$ cat src/modular_exponentiation_macros.svh
// ----------------------------------------------------------------------------
// modular_exponentiation_macros.svh
// Assertion macros shared by the modular exponentiation block.
// ----------------------------------------------------------------------------
`ifndef MODULAR_EXPONENTIATION_MACROS_SVH
`define MODULAR_EXPONENTIATION_MACROS_SVH

// Same-cycle implication, checked outside reset
`define MODEXP_ASSERT_IMP(label, ante, cons, msg) \
    label: assert property (@(posedge clk) disable iff (!rst_n) (ante) |-> (cons)) \
        else $error(msg);

// Next-cycle implication, checked outside reset
`define MODEXP_ASSERT_NEXT(label, ante, cons, msg) \
    label: assert property (@(posedge clk) disable iff (!rst_n) (ante) |=> (cons)) \
        else $error(msg);

`endif

$ cat src/modexp_pkg.sv
// ----------------------------------------------------------------------------
// modexp_pkg
// Types and constants shared by the modular exponentiation modules.
// ----------------------------------------------------------------------------
`default_nettype none

package modexp_pkg;

    localparam int WORD_BITS_DEFAULT = 32;
    localparam int FIELD_BITS        = 32;

    localparam logic [FIELD_BITS-1:0] RESET_MODULUS = FIELD_BITS'(1);

    typedef enum logic [2:0] {
        ST_IDLE,
        ST_REDUCE,
        ST_DBL,
        ST_ADD,
        ST_DONE
    } seq_state_t;

    // top level to sequencer
    typedef struct packed {
        logic start;
        logic ack;
    } seq_ctrl_t;

    // sequencer to top level
    typedef struct packed {
        logic idle;
        logic done;
    } seq_status_t;

endpackage

`default_nettype wire

$ cat src/modexp_addmod.sv
// ----------------------------------------------------------------------------
// modexp_addmod
// Shared add, compare and subtract unit: (x + y + cin) mod m for x, y < m.
// ----------------------------------------------------------------------------
`default_nettype none

module modexp_addmod #(
    parameter int WORD_BITS = modexp_pkg::WORD_BITS_DEFAULT
) (
    input  wire logic [WORD_BITS-1:0] x,
    input  wire logic [WORD_BITS-1:0] y,
    input  wire logic                 cin,
    input  wire logic [WORD_BITS:0]   m,
    output logic      [WORD_BITS-1:0] sum
);

    logic [WORD_BITS:0] raw;
    logic [WORD_BITS:0] diff;

    // raw stays below 2m, so one subtract brings it into range
    assign raw  = {1'b0, x} + {1'b0, y} + {{WORD_BITS{1'b0}}, cin};
    assign diff = raw - m;
    assign sum  = (raw >= m) ? diff[WORD_BITS-1:0] : raw[WORD_BITS-1:0];

endmodule

`default_nettype wire

$ cat src/modexp_seq.sv
// ----------------------------------------------------------------------------
// modexp_seq
// Sequencer for square-and-multiply; every step goes through one add-mod unit.
// ----------------------------------------------------------------------------
`default_nettype none

module modexp_seq #(
    parameter int WORD_BITS = modexp_pkg::WORD_BITS_DEFAULT
) (
    input  wire logic                   clk,
    input  wire logic                   rst_n,
    input  wire modexp_pkg::seq_ctrl_t  ctrl,
    output modexp_pkg::seq_status_t     status,
    input  wire logic [WORD_BITS-1:0]   base_w,
    input  wire logic [WORD_BITS-1:0]   expo_w,
    input  wire logic [WORD_BITS-1:0]   mod_w,
    output logic      [WORD_BITS-1:0]   result
);

    localparam int CNT_BITS = $clog2(WORD_BITS);
    localparam logic [CNT_BITS-1:0] CNT_LAST = CNT_BITS'(WORD_BITS - 1);

    modexp_pkg::seq_state_t state_reg, state_next;

    logic [WORD_BITS:0]   m_reg, m_next;
    logic [WORD_BITS-1:0] base_sh_reg, base_sh_next;
    logic [WORD_BITS-1:0] red_reg, red_next;
    logic [WORD_BITS-1:0] acc_reg, acc_next;
    logic [WORD_BITS-1:0] mul_a_reg, mul_a_next;
    logic [WORD_BITS-1:0] mul_b_reg, mul_b_next;
    logic [WORD_BITS-1:0] r_reg, r_next;
    logic [WORD_BITS-1:0] e_sh_reg, e_sh_next;
    logic [CNT_BITS-1:0]  bit_cnt_reg, bit_cnt_next;
    logic [CNT_BITS-1:0]  exp_cnt_reg, exp_cnt_next;
    logic                 sq_reg, sq_next;

    logic [WORD_BITS-1:0] unit_x;
    logic [WORD_BITS-1:0] unit_y;
    logic                 unit_cin;
    logic [WORD_BITS-1:0] unit_sum;

    modexp_addmod #(
        .WORD_BITS (WORD_BITS)
    ) u_addmod (
        .x   (unit_x),
        .y   (unit_y),
        .cin (unit_cin),
        .m   (m_reg),
        .sum (unit_sum)
    );

    always_ff @(posedge clk or negedge rst_n)
    begin
        if (!rst_n)
        begin
            state_reg <= modexp_pkg::ST_IDLE;
        end
        else
        begin
            state_reg <= state_next;
        end
    end

    always_ff @(posedge clk)
    begin
        m_reg       <= m_next;
        base_sh_reg <= base_sh_next;
        red_reg     <= red_next;
        acc_reg     <= acc_next;
        mul_a_reg   <= mul_a_next;
        mul_b_reg   <= mul_b_next;
        r_reg       <= r_next;
        e_sh_reg    <= e_sh_next;
        bit_cnt_reg <= bit_cnt_next;
        exp_cnt_reg <= exp_cnt_next;
        sq_reg      <= sq_next;
    end

    always_comb
    begin
        logic                 start_mult;
        logic                 step_end;
        logic [WORD_BITS-1:0] mult_a_in;
        logic [WORD_BITS-1:0] mult_b_in;
        logic                 mult_sq_in;

        state_next   = state_reg;
        m_next       = m_reg;
        base_sh_next = base_sh_reg;
        red_next     = red_reg;
        acc_next     = acc_reg;
        mul_a_next   = mul_a_reg;
        mul_b_next   = mul_b_reg;
        r_next       = r_reg;
        e_sh_next    = e_sh_reg;
        bit_cnt_next = bit_cnt_reg;
        exp_cnt_next = exp_cnt_reg;
        sq_next      = sq_reg;

        start_mult = 1'b0;
        step_end   = 1'b0;
        mult_a_in  = r_reg;
        mult_b_in  = r_reg;
        mult_sq_in = 1'b1;

        unit_x   = r_reg;
        unit_y   = r_reg;
        unit_cin = 1'b0;

        case (state_reg)
            modexp_pkg::ST_IDLE:
            begin
                if (ctrl.start)
                begin
                    // a zero modulus means wrap at the word width
                    m_next = (mod_w == '0) ? {1'b1, {WORD_BITS{1'b0}}} : {1'b0, mod_w};
                    if (expo_w == '0)
                    begin
                        acc_next   = WORD_BITS'(1);
                        state_next = modexp_pkg::ST_DONE;
                    end
                    else
                    begin
                        base_sh_next = base_w;
                        red_next     = '0;
                        e_sh_next    = expo_w;
                        bit_cnt_next = CNT_LAST;
                        exp_cnt_next = CNT_LAST;
                        state_next   = modexp_pkg::ST_REDUCE;
                    end
                end
            end

            modexp_pkg::ST_REDUCE:
            begin
                // shift the base in MSB first, keep the remainder below m
                unit_x       = red_reg;
                unit_y       = red_reg;
                unit_cin     = base_sh_reg[WORD_BITS-1];
                red_next     = unit_sum;
                base_sh_next = {base_sh_reg[WORD_BITS-2:0], 1'b0};
                bit_cnt_next = bit_cnt_reg - CNT_BITS'(1);
                if (bit_cnt_reg == '0)
                begin
                    mult_a_in  = (m_reg == (WORD_BITS+1)'(1)) ? '0 : WORD_BITS'(1);
                    mult_b_in  = mult_a_in;
                    mult_sq_in = 1'b1;
                    start_mult = 1'b1;
                end
            end

            modexp_pkg::ST_DBL:
            begin
                r_next = unit_sum;
                if (mul_b_reg[WORD_BITS-1])
                begin
                    state_next = modexp_pkg::ST_ADD;
                end
                else
                begin
                    step_end = 1'b1;
                end
            end

            modexp_pkg::ST_ADD:
            begin
                unit_y   = mul_a_reg;
                r_next   = unit_sum;
                step_end = 1'b1;
            end

            modexp_pkg::ST_DONE:
            begin
                if (ctrl.ack)
                begin
                    state_next = modexp_pkg::ST_IDLE;
                end
            end

            default:
            begin
                state_next = modexp_pkg::ST_IDLE;
            end
        endcase

        // advance to the next multiplier bit, or finish this product
        if (step_end)
        begin
            mul_b_next = {mul_b_reg[WORD_BITS-2:0], 1'b0};
            if (bit_cnt_reg != '0)
            begin
                bit_cnt_next = bit_cnt_reg - CNT_BITS'(1);
                state_next   = modexp_pkg::ST_DBL;
            end
            else if (sq_reg && e_sh_reg[WORD_BITS-1])
            begin
                mult_a_in  = unit_sum;
                mult_b_in  = red_reg;
                mult_sq_in = 1'b0;
                start_mult = 1'b1;
            end
            else if (exp_cnt_reg == '0)
            begin
                acc_next   = unit_sum;
                state_next = modexp_pkg::ST_DONE;
            end
            else
            begin
                exp_cnt_next = exp_cnt_reg - CNT_BITS'(1);
                e_sh_next    = {e_sh_reg[WORD_BITS-2:0], 1'b0};
                mult_a_in    = unit_sum;
                mult_b_in    = unit_sum;
                mult_sq_in   = 1'b1;
                start_mult   = 1'b1;
            end
        end

        if (start_mult)
        begin
            mul_a_next   = mult_a_in;
            mul_b_next   = mult_b_in;
            sq_next      = mult_sq_in;
            r_next       = '0;
            bit_cnt_next = CNT_LAST;
            state_next   = modexp_pkg::ST_DBL;
        end
    end

    assign status.idle = (state_reg == modexp_pkg::ST_IDLE);
    assign status.done = (state_reg == modexp_pkg::ST_DONE);
    assign result      = acc_reg;

endmodule

`default_nettype wire

$ cat src/modular_exponentiation.sv
// ----------------------------------------------------------------------------
// modular_exponentiation
// Computes base_value to the power exponent, modulo the configured modulus.
// ----------------------------------------------------------------------------
// One request at a time: the block takes a request, raises the base by
// square-and-multiply over all WORD_BITS exponent bits and offers one result.
// Every step runs through a single add-and-reduce unit, one step a cycle:
// first the base is reduced bit by bit, then per exponent bit comes a squaring
// plus, for a set bit, a multiply by the reduced base; each product takes a
// doubling per multiplier bit and an add for each set one. A zero exponent goes
// straight to the result 1. The next request is taken as soon as the result
// sits in the output register. A modulus of zero wraps at the word width.
// ----------------------------------------------------------------------------
`default_nettype none

`include "modular_exponentiation_macros.svh"

module modular_exponentiation #(
    parameter int WORD_BITS = modexp_pkg::WORD_BITS_DEFAULT
) (
    input  wire logic                              clk,
    input  wire logic                              rst_n,
    input  wire logic                              cfg_write,
    input  wire logic [modexp_pkg::FIELD_BITS-1:0] cfg_data,
    input  wire logic                              in_valid,
    output logic                                   in_ready,
    input  wire logic [modexp_pkg::FIELD_BITS-1:0] base_value,
    input  wire logic [modexp_pkg::FIELD_BITS-1:0] exponent,
    output logic                                   out_valid,
    input  wire logic                              out_ready,
    output logic      [modexp_pkg::FIELD_BITS-1:0] power_result
);

    logic [modexp_pkg::FIELD_BITS-1:0] modulus_reg;
    logic                              out_valid_reg, out_valid_next;
    logic [modexp_pkg::FIELD_BITS-1:0] result_reg, result_next;

    modexp_pkg::seq_ctrl_t   ctrl;
    modexp_pkg::seq_status_t status;
    logic [WORD_BITS-1:0]    core_result;
    logic                    in_fire;
    logic                    load_out;

    always_ff @(posedge clk or negedge rst_n)
    begin
        if (!rst_n)
        begin
            modulus_reg   <= modexp_pkg::RESET_MODULUS;
            out_valid_reg <= 1'b0;
        end
        else
        begin
            if (cfg_write)
            begin
                modulus_reg <= cfg_data;
            end
            out_valid_reg <= out_valid_next;
        end
    end

    always_ff @(posedge clk)
    begin
        result_reg <= result_next;
    end

    assign in_ready = status.idle;
    assign in_fire  = in_valid && in_ready;
    // take the result once the output register is free or draining
    assign load_out = status.done && (!out_valid_reg || out_ready);

    assign ctrl.start = in_fire;
    assign ctrl.ack   = load_out;

    always_comb
    begin
        out_valid_next = out_valid_reg;
        result_next    = result_reg;
        if (load_out)
        begin
            out_valid_next = 1'b1;
            result_next    = modexp_pkg::FIELD_BITS'(core_result);
        end
        else if (out_ready)
        begin
            out_valid_next = 1'b0;
        end
    end

    modexp_seq #(
        .WORD_BITS (WORD_BITS)
    ) u_seq (
        .clk    (clk),
        .rst_n  (rst_n),
        .ctrl   (ctrl),
        .status (status),
        .base_w (WORD_BITS'(base_value)),
        .expo_w (WORD_BITS'(exponent)),
        .mod_w  (WORD_BITS'(modulus_reg)),
        .result (core_result)
    );

    assign out_valid    = out_valid_reg;
    assign power_result = result_reg;

    `MODEXP_ASSERT_NEXT(a_busy_after_request, in_fire, !in_ready,
        "block still ready after taking a request")
    `MODEXP_ASSERT_NEXT(a_done_fills_output, status.done && !out_valid_reg, out_valid,
        "finished result not moved to the output register")
    `MODEXP_ASSERT_IMP(a_output_from_core, $rose(out_valid), $past(status.done),
        "output became valid without a finished result")

endmodule

`default_nettype wire

$ cat config.mk
export PLATFORM = sky130hd
export DESIGN_NAME = modular_exponentiation
export DESIGN_NICKNAME = d
export VERILOG_FILES = /design/src/modexp_pkg.sv /design/src/modexp_addmod.sv /design/src/modexp_seq.sv /design/src/modular_exponentiation.sv
export VERILOG_INCLUDE_DIRS = /design/src /design/src/src
export SDC_FILE = /design/constraint.sdc
export NUM_CORES = 1
export LEC_CHECK = 0
export ABC_AREA = 0
export BUFFER_PORTS_ARGS = -buffer_cell sky130_fd_sc_hd__buf_2
export CORE_UTILIZATION = 44
export CTS_CLUSTER_DIAMETER = 40
export DETAILED_ROUTE_END_ITERATION = 6
export PLACE_DENSITY_LB_ADDON = 0.25
export SYNTH_ARGS = -nofsm -noshare
export SYNTH_HDL_FRONTEND = slang
export SYNTH_HIERARCHICAL = 1
export SYNTH_SLANG_ARGS = --single-unit
$ cat constraint.sdc
create_clock -name clk -period 7.3 [get_ports clk]
set_clock_uncertainty 0.15 [all_clocks]
set_input_delay 2.19 -clock clk [delete_from_list [all_inputs] [get_ports clk]]
set_output_delay 2.19 -clock clk [all_outputs]
set_load 0.02 [all_outputs]
Yosys cells after proc, flatten, opt, wreduce, memory -nomap -nowiden
Cells that the tools add are included.
{ "op_classes": {"addsub": 5, "order_cmp": 1, "n_eq_ne": 7, "n_mux": 70, "bitwise": 1, "reduce_logical": 19} }
{ "ops": {"columns": ["cell", "count"], "rows": [
  ["32-bit two-way mux", 31],
  ["32-bit one-hot mux with 2 select lines", 3],
  ["32-bit zero test", 2],
  ["5-bit two-way mux", 11],
  ["32-bit by 32-bit adder with 33-bit output", 1],
  ["33-bit by 1-bit adder with 33-bit output", 1],
  ["33-bit by 1-bit == test with 1-bit output, second input constant", 1],
  ["33-bit greater-or-equal comparator", 1],
  ["33-bit two-way mux", 1],
  ["32-bit subtractor", 1],
  ["3-bit two-way mux", 9],
  ["1-bit two-way mux", 12],
  ["3-bit one-hot mux with 4 select lines", 1],
  ["5-bit zero test", 2],
  ["5-bit one-hot mux with 2 select lines", 1],
  ["5-bit by 1-bit subtractor with 5-bit output, second input constant", 2],
  ["3-bit by 2-bit == test with 1-bit output, second input constant", 2],
  ["2-bit nonzero test", 3],
  ["2-bit OR reduction", 3],
  ["5-bit nonzero test", 1],
  ["3-bit by 1-bit == test with 1-bit output, second input constant", 1],
  ["3-bit == test, second input constant", 1],
  ["1-bit logical AND", 3],
  ["3-bit zero test", 1],
  ["other kinds (8)", 8]
]} }
{ "totals": {"regBits": 336, "output_inout_bits": 34, "elab_cells": 119} }

Depth between registers and ports, before layout
{ "logic_depth": {"word_depth": 11, "ltp_mapped": 31, "mapped_depth_nobuf": 26} }

By module
The synthesis kept the hierarchy.
{ "modules_own_cells": {"columns": ["module", "n_inst", "cells_per_inst", "area_per_inst_um2"], "rows": [
  ["modexp_seq", 1, 1168, 12406.9],
  ["modexp_addmod", 1, 551, 3873.7],
  ["modular_exponentiation", 1, 105, 2357.3]
]} }

Worst setup path after synthesis
No wires, ideal clock.
{ "synth_timing": {"path_kind": "register to register", "startpoint": "register u_seq.state_reg[1]", "endpoint": "register u_seq.mul_b_reg[29] (data pin)", "setup_ps": 261, "t_arrival_ps": 5937, "t_required_ps": 6889, "path_slack_ps": 952, "stages_incl_launch_ff": 27, "n_path_buf": 4, "path_cell_list": "dfrtp_1 -> buf_2 -> nor3b_1 -> clkbuf_1 -> buf_1 -> mux2_2 -> fa_1 -> inv_1 -> fa_1 -> nor2b_1 -> o31a_1 -> nor4_2 -> o31ai_1 -> a21oi_1 -> o21bai_1 -> a21oi_1 -> xnor2_1 -> ha_1 -> nand2_1 -> o21ai_1 -> nand3_1 -> o21ai_1 -> a211oi_2 -> o41ai_4 -> buf_4 -> mux2_1 -> a221o_1"} }
{ "synth_between": {"elab_chain_cells": 11} }
{ "synth_lines": {"columns": ["element", "line_no", "source"], "rows": [
  ["start, declared", "modexp_seq.sv:23", "modexp_pkg::seq_state_t state_reg, state_next;"],
  ["start signal, assigned", "modexp_seq.sv:56", "state_reg <= modexp_pkg::ST_IDLE;"],
  ["start signal, assigned", "modexp_seq.sv:60", "state_reg <= state_next;"],
  ["3-bit by 1-bit == test with 1-bit output (*)", "modexp_seq.sv:110", "case (state_reg)"],
  ["32-bit two-way mux (*)", "modexp_seq.sv:110", null],
  ["via u_seq.unit_x[0]", "modexp_seq.sv:37", "logic [WORD_BITS-1:0] unit_x;"],
  ["32-bit by 32-bit adder with 33-bit output (*)", "modexp_addmod.sv:21", "assign raw = {1'b0, x} + {1'b0, y} + {{WORD_BITS{1'b0}}, cin};"],
  ["33-bit by 1-bit adder with 33-bit output (*)", "modexp_addmod.sv:21", null],
  ["32-bit subtractor or 33-bit greater-or-equal comparator (tied branches)", "modexp_addmod.sv:22, modexp_addmod.sv:23", null],
  ["32-bit two-way mux (*)", "modexp_addmod.sv:23", "assign sum = (raw >= m) ? diff[WORD_BITS-1:0] : raw[WORD_BITS-1:0];"],
  ["via u_seq.unit_sum[29]", "modexp_seq.sv:40", "logic [WORD_BITS-1:0] unit_sum;"],
  ["32-bit two-way mux (*)", "modexp_seq.sv:202", "else if (exp_cnt_reg == '0)"],
  ["32-bit two-way mux (*)", "modexp_seq.sv:195", "else if (sq_reg && e_sh_reg[WORD_BITS-1])"],
  ["32-bit two-way mux (*)", "modexp_seq.sv:190", "if (bit_cnt_reg != '0)"],
  ["32-bit two-way mux (*)", "modexp_seq.sv:187", "if (step_end)"],
  ["32-bit two-way mux (*)", "modexp_seq.sv:218", "if (start_mult)"],
  ["via u_seq.mul_b_next[29]", "modexp_seq.sv:30", "logic [WORD_BITS-1:0] mul_b_reg, mul_b_next;"],
  ["end signal, assigned", "modexp_seq.sv:71", "mul_b_reg <= mul_b_next;"],
  ["end, declared", "modexp_seq.sv:30", null]
]} }
The timed path passes the listed nets; every way through them passes the cells marked *.
A chain may end at the register's enable or synchronous reset.

Final worst setup path
{ "layout_timing": {"startpoint": "register u_seq.state_reg[0]", "endpoint": "register u_seq.mul_b_reg[31] (data pin)"} }
{ "layout_lines": {"columns": ["element", "line_no", "source"], "rows": [
  ["3-bit by 1-bit == test with 1-bit output (*)", "modexp_seq.sv:110", null],
  ["1-bit two-way mux (*)", "modexp_seq.sv:110", null],
  ["via u_seq.unit_cin", "modexp_seq.sv:39", "logic unit_cin;"],
  ["33-bit by 1-bit adder with 33-bit output (*)", "modexp_addmod.sv:21", null],
  ["32-bit subtractor or 33-bit greater-or-equal comparator (tied branches)", "modexp_addmod.sv:22, modexp_addmod.sv:23", null],
  ["32-bit two-way mux (*)", "modexp_addmod.sv:23", null],
  ["via u_seq.unit_sum[31]", "modexp_seq.sv:40", null],
  ["32-bit two-way mux (*)", "modexp_seq.sv:202", null],
  ["32-bit two-way mux (*)", "modexp_seq.sv:195", null],
  ["32-bit two-way mux (*)", "modexp_seq.sv:190", null],
  ["32-bit two-way mux (*)", "modexp_seq.sv:187", null],
  ["32-bit two-way mux (*)", "modexp_seq.sv:218", null],
  ["via u_seq.mul_b_next[31]", "modexp_seq.sv:30", null]
]} }
Marks and branches as above.

==> flow_metrics.tcl <==
set metrics [dict create \
    status "finished clean" \
    p_sw_uw 1040 \
    synth_area_leaders "edfxtp_1, dfxtp_1, mux2_2" \
    critPathKind "flip-flop to flip-flop" \
    cts.clk_slew.worst_paths_ps 60 \
    yosysTopAreaCellShare_pct 31.3 \
    sw_frac_of_total_pct 22.7 \
    syn_area_mm2 0.0186 \
    via_per_inst 5.93 \
    ys_types 81 \
    grt_pass1_wl_um 80600 \
    worstPathRequired_ps 7500 \
    cp_num_cells 25 \
    place_hpwl_um 34300 \
    hold_depth 0 \
    crit_path_start_kind "flip-flop" \
    vias 14700 \
    largest_reg_flops 33 \
    drv_cap 0 \
    grt_usage_pct 23.7 \
    clock-sinks 336 \
    clk_latency_ps 600 \
    comb_power_share_pct 1.7 \
    crit_buf_inv 2 \
    cp_max_fo 65 \
    critPathArrivalTime_ps 6880 \
    synth_warnings 6 \
    numCtsBuffers 50 \
    area_growth_syn_to_layout_pct 14.8 \
    clkPwrFrac_pct 54.2 \
    cts_htree_levels 2 \
    drt-initial-drc-count 1788 \
    synthesis.nets 1994 \
    peakVddDrop_v 0.000173 \
    nNetsFinal 2057 \
    synth_common_cells "nand2_1, edfxtp_1, a21oi_1" \
    min_period_ps 6680 \
    wl_per_cell_um 20.9 \
    routed_wl_um 51600 \
    cts-root-buf "clkbuf_16" \
    dieHeight_um 208 \
    clockBufferDepth 3 \
    ctsResizeCount 0 \
    synthCells 1824 \
    cpPeakStageDelay_ps 460 \
    coreArea_mm2 0.0419 \
    cts_tree "built" \
    antenna_found_initial 1 \
    synth_area_per_cell_um2 10.2 \
    leakagePower_uw 0.00848 \
    cp_slowest_cell "dfrtp_1" \
    ys_async_sr_fraction_pct 10.7 \
    critPathCaptureType "flip-flop" \
    layout-drive-gt1-share_pct 21.5 \
    drtAntennaViolNets 0 \
    hp-class "flip-flop to flip-flop" \
    grt_setup_unrepaired "no" \
    gp_congestion 0.896 \
    tightest_slew_ps 1190 \
    drt-pass1-iter-count 5 \
    whs_ps 277 \
    fmax_mhz 150 \
    pwr-share-seq_pct 44.1 \
    cts_hold_buf 0 \
    io_pins 135 \
    relSlewSlack_pct 20.3 \
    path_delay_family "compound AO/OA/AOI/OAI gates" \
    seq_area_frac_synth_pct 47.5 \
    final_max_slew_viol_count 0 \
    rr_worst_depth 25 \
    grt_pass1_vias 14000 \
    grt_overflow 0 \
    die-area_mm2 0.0432 \
    p_int_uw 3560 \
    tns_ps 0 \
    power_density_mw_per_mm2 215 \
    ys_seq_elements 336 \
    yosysMostFrequentCell "nand2_1" \
    post-route-drc-count 0 \
    cts_setup_buffers 0 \
    die_w_um 208 \
    finalCritPeriodShare_pct 91.6 \
    start_util_pct 44.5 \
    portBuffers 134 \
    synth_edf_count 194 \
    power.total_uw 4600 \
    yosysTopAreaCell "edfxtp_1" \
    grt_start_max_net_pins 67 \
    ys.flop_type "edfxtp_1" \
    finalHoldViolCount 0 \
    num_rows 75 \
    setup_viol 0 \
]
-- worst register-to-register path, cell delays in order (launching register included) --
cell and delay (ps):
dfrtp_1 460, nor3b_2 330, buf_12 340, and2_1 200, fa_1 270, inv_1 80, fa_1 400, nor2b_1 170
o31a_1 240, nor4_2 90, nor2_1 270, a21oi_2 130, o21ai_2 280, a21boi_1 130, xnor2_1 380, ha_1 390
a21oi_1 160, o21ai_0 170, a21o_1 220, a211oi_1 230, o31a_1 270, o21ai_0 110, a21oi_1 190, xnor2_1 140
mux2_2 340, a221o_1 320
-- layer usage --
metal | routed length (µm) | track usage [%] | up-vias
li1 | - | - | 6873
met1 | 24000 | 35.4 | 7068
met2 | 22200 | 35.1 | 637
met3 | 4190 | 3.45 | 75
met4 | 1160 | 7.43 | 0
met5 | 0 | 0 | -
-- power groups by stage --
| stage | sequential (µW) | combinational [µW] | clock [µW] |
|---|---|---|---|
| 3_3_place_gp | 2070 | 78.0 | 0 |
| 3_5_place_dp | 2070 | 81.0 | 0 |
| 6_report | 2030 | 80.1 | 2490 |
| 2_1_floorplan | 2060 | 56.1 | 0 |
| 5_1_grt | 2030 | 87.4 | 2610 |
| 4_1_cts | 2030 | 81.3 | 2540 |
-- final timing paths --
check | slack (ps) | to | from
min in group asynchronous | 1570 | modulus_reg[28] | rst_n
worst min-delay path | 280 | power_result[1] | u_seq/result[1]
worst min register to register | 280 | power_result[1] | u_seq/result[1]
worst max register to register | 620 | u_seq/mul_b_reg[31] | u_seq/state_reg[0]
max in group asynchronous | 4790 | u_seq/state_reg[1] | rst_n
worst max-delay path | 620 | u_seq/mul_b_reg[31] | u_seq/state_reg[0]
-- layout by cell type (no fill, tap or decap), drive strengths merged, types with 5 or more instances in the layout --
cell / netlist / layout
edfxtp: 194 / 194
nor2: 50 / 50
ha: 66 / 66
a21o: 17 / 17
a22oi: 22 / 22
a211o: 5 / 5
clkbuf: 112 / 55
a221o: 12 / 12
dfxtp: 106 / 106
nand3: 62 / 62
and2: 39 / 39
clkinvlp: 0 / 6
a31oi: 10 / 10
o21ai: 122 / 122
o31a: 5 / 5
o2bb2ai: 37 / 37
mux2: 112 / 112
clkinv: 1 / 16
nand2b: 11 / 11
nor3: 46 / 46
nand2: 207 / 207
nor4: 25 / 25
nor2b: 14 / 14
and3: 19 / 19
o211ai: 6 / 6
buf: 43 / 166
mux2i: 32 / 32
dfrtp: 35 / 35
or3: 7 / 7
a211oi: 71 / 71
nand4: 16 / 16
a21oi: 144 / 144
o21bai: 7 / 7
xor2: 16 / 16
inv: 57 / 71
xnor2: 43 / 43
-- metrics by stage --
step	area (µm²)	setup slack, ps	std cells	util, %
floorplan	18600	952	1824	-
global placement	19600	703	2374	46.8
detailed placement	19600	717	2374	46.8
CTS	21400	707	2468	51.1
global route	21400	227	2468	51.1
finish	21400	616	2469	51.1
-- final cells by class --
cell class | instances | area, µm²
clock buffer | 55 | 1300
clock inverter | 39 | 494
inverter | 58 | 218
timing repair buffer | 166 | 936
sequential | 336 | 8850
multi-input combinational | 1275 | 8920
antenna | 1 | 2.50
tap | 539 | 674
fill | 3775 | 20500
-- cell families after synthesis --
| kind of cell | Yosys count | share of synthesized area [%] |
|---|---|---|
| flops | 336 | 47.5 |
| buf+inv | 213 | 5.03 |
| compound gates | 490 | 17.4 |
| simple gates | 513 | 13.5 |
| mux | 144 | 9.11 |
| fa+ha+maj | 69 | 4.75 |
| xor+xnor | 59 | 2.77 |
Power figures use the tool's default switching activity.
